File: src/qmj_pkg.sv
// Shared types and constants for the minimum-jerk trajectory generator.
// No dependencies.
package qmj_pkg;
   localparam int AXES       = 3;
   localparam int POS_W      = 32;
   localparam int TIME_W     = 30;
   localparam int BLEND_BITS = 30;
   localparam int S_W        = BLEND_BITS + 1;
   localparam int INNER_W    = BLEND_BITS + 5;
   localparam int DIFF_W     = POS_W + 1;
   localparam int PROD_W     = DIFF_W + S_W + 1;
   localparam int ADDR_W     = $clog2(2 * AXES + 1);
   localparam int REG_START0   = 0;
   localparam int REG_GOAL0    = AXES;
   localparam int REG_DURATION = 2 * AXES;
   localparam logic [TIME_W-1:0] DURATION_RESET = TIME_W'(1000000);

   typedef struct packed {
      logic valid;
      logic done;
   } ctl_type;

   typedef logic signed [POS_W-1:0] pos_type;
endpackage

File: src/qmj_div.sv
// Bit-per-stage restoring divider: s = floor(t * 2^30 / T), saturated to 1.0.
// Depends on qmj_pkg.
module qmj_div import qmj_pkg::*; (
   input  logic              clock,
   input  logic              reset,
   input  logic              en,
   input  logic              in_valid,
   input  logic [TIME_W-1:0] elapsed,
   input  logic [TIME_W-1:0] duration,
   output ctl_type           out_ctl,
   output logic [S_W-1:0]    out_s
);
   logic [TIME_W-1:0]     r_ff [BLEND_BITS];
   logic [BLEND_BITS-1:0] q_ff [BLEND_BITS];
   ctl_type               ctl_ff [BLEND_BITS];
   logic                  done;

   assign done = elapsed >= duration;

   for (genvar k = 0; k < BLEND_BITS; k++) begin : g_step
      logic [TIME_W-1:0]     r_src;
      logic [BLEND_BITS-1:0] q_src;
      ctl_type               c_src;
      logic [TIME_W:0]       r2;
      logic                  ge;
      logic [TIME_W:0]       diff;
      if (k == 0) begin : g_first
         assign r_src = done ? '0 : elapsed;
         assign q_src = '0;
         assign c_src = '{valid: in_valid, done: done};
      end else begin : g_next
         assign r_src = r_ff[k-1];
         assign q_src = q_ff[k-1];
         assign c_src = ctl_ff[k-1];
      end
      assign r2   = {r_src, 1'b0};
      assign ge   = r2 >= {1'b0, duration};
      assign diff = r2 - {1'b0, duration};
      always_ff @(posedge clock) begin
         if (reset) begin
            ctl_ff[k].valid <= 1'b0;
         end else if (en) begin
            ctl_ff[k].valid <= c_src.valid;
         end
         if (en) begin
            ctl_ff[k].done <= c_src.done;
            r_ff[k]        <= ge ? diff[TIME_W-1:0] : r2[TIME_W-1:0];
            q_ff[k]        <= {q_src[BLEND_BITS-2:0], ge};
         end
      end
   end

   assign out_ctl = ctl_ff[BLEND_BITS-1];
   assign out_s   = out_ctl.done ? (S_W'(1) << BLEND_BITS)
                                 : {1'b0, q_ff[BLEND_BITS-1]};
endmodule

File: config.mk
export PLATFORM = sky130hd
export DESIGN_NAME = qmj_div
export DESIGN_NICKNAME = d
export VERILOG_FILES = /design/src/qmj_pkg.sv /design/src/qmj_div.sv
export SDC_FILE = /design/constraint.sdc
export NUM_CORES = 2
export LEC_CHECK = 0
export BUFFER_PORTS_ARGS = -buffer_cell sky130_fd_sc_hd__buf_2
export CORE_AREA = 5 5 424 426
export CTS_BUF_LIST = sky130_fd_sc_hd__clkbuf_2
export DETAILED_ROUTE_END_ITERATION = 10
export DIE_AREA = 0 0 429 431
export GPL_TIMING_DRIVEN = 1
export PLACE_DENSITY = 0.65
export SYNTH_ARGS = -nofsm -noshare
export SYNTH_HDL_FRONTEND = slang
export SYNTH_SLANG_ARGS = --single-unit
File: constraint.sdc
create_clock -name clock -period 7.66 [get_ports clock]
set_clock_uncertainty 0.05 [all_clocks]
set_input_delay 0.383 -clock clock [delete_from_list [all_inputs] [get_ports clock]]
set_output_delay 0.383 -clock clock [all_outputs]
set_load 0.1 [all_outputs]
-- After elaboration in Yosys (flattened, before gate mapping)
Memory sizes are Yosys's and may differ from the RTL's.
Cells that the tools add are included.
Widths: inputs -> output; s select.
- add/sub/neg operators: 30
- $lt $le $gt $ge: 31
- multiplexer cells: 68
- bitwise logic cells: 30
- operators with widths (kind ; count):
    $ge 31x30->1 ; 30
    $mux 30 ; 31
    $sub 30x30->30 ; 30
    $mux 1 ; 36
    $mux 31 ; 1
    $ge 30x30->1 ; 1
    $or 1x1->1 ; 30
- register bits: 0
- RAM bits: 1860
- input port bits: 64
- output and inout bits: 33
- word-level logic and storage cells: 162
- memories kept: 3
- memories (memory ; depth ; width ; rd ports ; clocked after memory_dff ; wr ports ; RTL line ; RTL):
    q_ff ; 30 ; 30 ; 30 ; 0 ; 30 ; qmj_div.sv:14 ; logic [BLEND_BITS-1:0] q_ff [BLEND_BITS];
    r_ff ; 30 ; 30 ; 29 ; 0 ; 30 ; qmj_div.sv:13 ; logic [TIME_W-1:0] r_ff [BLEND_BITS];
    ctl_ff ; 30 ; 2 ; 30 ; 0 ; 30 ; qmj_div.sv:15 ; ctl_type ctl_ff [BLEND_BITS];

-- Longest topological paths before layout
- word-level depth: 4
- depth in mapped cells: 24
- gate-level depth less buffers: 22

-- Worst setup path before layout
OpenSTA, ideal clock, no wires.
- kind: input -> register
- start point: in duration[7]
- end point: mem r_ff[0][10] (data pin)
- library setup time: 0.260 ns
- arrival time: 5.561 ns
- required time: 7.350 ns
- slack: 1.789 ns
- stages: 24
- buffers on the path: 2
- cell sequence: inv_1 > ha_1 > a21o_1 > nand3_1 > a21oi_1 > a2111oi_0 > nor3_1 > o311ai_0 > a21oi_1 > a21oi_1 > clkbuf_1 > and2_1 > ha_1 > nor2b_1 > o2111ai_1 > and3_1 > nor2_1 > a21oi_1 > o21ba_2 > o21a_1 > nor2_1 > a221oi_1 > buf_2 > mux2_2
- RTL lines (element ; RTL line ; RTL):
    from (decl) ; qmj_div.sv:9 ; input logic [TIME_W-1:0] duration,
    to (decl) ; qmj_div.sv:13 ;

==> run metrics <==
status=complete, no violations; vias in the first global route=69930; final WL=282100 µm; post-route ant nets=0; Worst Setup SP=duration[4]; Max Root-Sink Buffers=4; Hold Path Origin=ctl_ff[3][0]; Metal-1 WL=123400 µm; Top Metal Used=met5; area grow syn2layout=9.247%; area of the multi-input gates=50610 µm²; Initial Utilization=0.5368; flip-flop and latch area=41890 µm²; worst reg-to-reg setup slack=2520 ps; antenna violations before repair=23; drt pass-1 iters=8; Post-synth EDFFs=1395; Slew Viols, Final=0; via count=73140; post-synthesis sequential element count=1395; layout cells sized above 1=0.1324; Hold Slack=216.3 ps; Flop pwr share=0.321; die width=429 µm; Setup TNS=0 ps; combinational family with the most area after synthesis=compound AO/OA/AOI/OAI gates; Critical Path Source Type=primary input; drc violations=0; PortBufs=96; Final #Nets=10410; crit path max fanout=30; first-pass GRT wire length=420800 µm; CP Capture Type=register; Slew @ Worst Pin=1236 ps; Core Rows=154; Via-to-Cell Ratio=6.107; Synth Warn #=0; Clock power frac=0.109; worst-skew pair later-pin latency=1880 ps; Syn Area/Cell=10.71 µm²; Power Density=451.7 nW/µm²; Total Routing Usage GR=0.2959; setup slack after layout=447.9 ps; minimum clock period=7212 ps; htree depth=5; mux cell area share after synthesis=0.04917; Post-Synth Simple-Gate Area=0.1171; Worst-path clk slew=110 ps; RSZ-0062 raised after global routing=false; pre-CTS WS=1067 ps; Fin. Hold Viols=0; Clock Sinks=1395; final setup fails=0; WP data required=9030 ps; Synth Area in Compound Gates=0.1744; commonest non-fill, non-tap cell in the layout=edfxtp_1; leakage=41.54 nW; Placeable Area=175300 µm²; sequential cell area fraction in the yosys report=0.4450; peak supply drop=0.2736 mV; period utilization=0.9415; CP Class=in2reg; Net Count, Synth=9815; Synth cell types=98; Combinational Power Share=0.570; ys flop type=edfxtp_1; wire per inst=23.56 µm; Die H=431 µm; post-CTS setup buffer count=0; post-synthesis cell area=94130 µm²; max_cap viols=0; XOR/XNOR Fraction of Synth Area=0.06513; grt total ovfl=0; fmax=0.1387 GHz; sw power=20.08 mW; largest net degree at the start of global routing=160; synthesized-area fraction occupied by adder cells=0.1299; HP Class=reg2reg; Final GP Congestion=0.9426; met2 wire len=125000 µm; CTS tree=yes; post-CTS sizing=0; Sw Share=0.4322; DRT iter0 DRCs=6955; # fillers=15150; CTS Buf Count=386; Int Pwr=26.38 mW; wire length on met3=19500 µm; Mapped Cells=8791; ys async rst share=0; Total Die Area=184900 µm²; worst rel slew slack=0.1761; dpl hpwl=197600 µm; Reg-to-Reg Start=r_ff[21][2]; Critical Path AT=8580 ps; commonest cells after routing, fill and taps aside=edfxtp_1 (1395), ha_1 (931), a21oi_1 (861), o21ai_0 (613), nor2_1 (594); Ports=97; Root Buffer=clkbuf_2
[sequential cells by signal, indices dropped and copies added (netlist names)]
name and flops:
ctl_ff 60, q_ff 465, r_ff 870
[logic make-up after synthesis]
family | after synthesis
adders and majority gates | 960
AOI/OAI and AO/OA | 2627
muxes | 400
and+or+nand+nor | 2264
xor gates and xnor gates | 700
DFF | 1395
buffers and inverters | 445
[cell type report]
class / count / share of cell area
clock buffers: 529 / 0.02575
flip-flops and latches: 1395 / 0.4073
repair buffers: 389 / 0.03229
well taps: 2340 / 0.02847
clock inverters: 93 / 0.003979
diodes: 17 / 0.0004137
inverters: 262 / 0.009575
multi-input cells: 6951 / 0.4922
[critical path: stages]
cell	delay, ps
dlygate4sd3_1	540
buf_2	120
dlygate4sd3_1	560
inv_2	210
ha_1	300
a21oi_1	160
nor2b_1	70
o31ai_1	380
nand3_1	100
o311ai_0	260
dlygate4sd3_1	590
a21oi_1	90
a21oi_2	470
and2_1	200
dlygate4sd3_1	570
ha_1	290
a21oi_1	240
nand2b_1	170
and3_1	220
nor2_1	100
a21oi_1	340
o21ba_2	260
o21a_1	230
nor2_1	90
a221oi_4	210
buf_4	450
mux2_2	390
dlygate4sd3_1	560
[layer usage]
| layer | vias up | global-route usage |
|---|---|---|
| met5 | - | 0 |
| met4 | 2 | 0.1410 |
| met3 | 628 | 0.04546 |
| met2 | 2622 | 0.4600 |
| met1 | 35130 | 0.4091 |
| li1 | 34760 | - |
[cell usage after synthesis (72+ instances only)]
master / instances / share of area
nand3_1: 163 / 0.0087
and2_1: 108 / 0.0072
nand2_1: 591 / 0.024
and3_1: 74 / 0.0049
a21o_1: 357 / 0.028
a31oi_1: 72 / 0.0048
nor2b_1: 149 / 0.0099
o21ai_0: 614 / 0.033
a211oi_1: 77 / 0.0061
o21bai_1: 119 / 0.0095
mux2_2: 339 / 0.041
nand4_1: 125 / 0.0083
a21oi_1: 864 / 0.046
edfxtp_1: 1395 / 0.45
inv_1: 259 / 0.010
o21a_1: 115 / 0.0092
nor3_1: 129 / 0.0069
xnor2_1: 432 / 0.040
nor2_1: 597 / 0.024
xor2_1: 268 / 0.025
nand2b_1: 127 / 0.0084
ha_1: 931 / 0.12
clkbuf_1: 116 / 0.0046
[power groups by stage]
stage,Clock (mW),Sequential (mW),Combinational (mW)
after floorplan,0,13.8,20.2
after global placement,0,15.0,25.4
after detailed placement,0,15.0,25.7
after CTS,5.28,14.9,26.2
after global routing,5.67,15.1,29.2
final,5.05,14.9,26.5
[what timing repair did]
| item | CTS | global route |
|---|---|---|
| endpoints found under the setup margin | 0 | 0 |
| hold buffers | 181 | 0 |
| hold endpoints to repair | 2276 | 0 |
[through the flow]
step / utilization / power, mW / instances / area, µm²
2_1_floorplan: - / 33.96 / 8791 / 94130
3_3_place_gp: 0.5584 / 40.42 / 11160 / 97910
3_5_place_dp: 0.5584 / 40.70 / 11160 / 97910
4_1_cts: 0.5862 / 46.40 / 11960 / 102800
5_1_grt: 0.5864 / 49.95 / 11970 / 102800
6_report: 0.5865 / 46.46 / 11980 / 102800
[path summary, 6_finish.rpt]
path | cells past startpoint | endpoint
worst min-delay path | 0 | ctl_ff[4][0]
worst max-delay path | 28 | r_ff[0][11]
worst min register to register | 0 | ctl_ff[4][0]
worst max register to register | 11 | r_ff[22][22]
No activity file was read; power rests on OpenSTA's default activity.
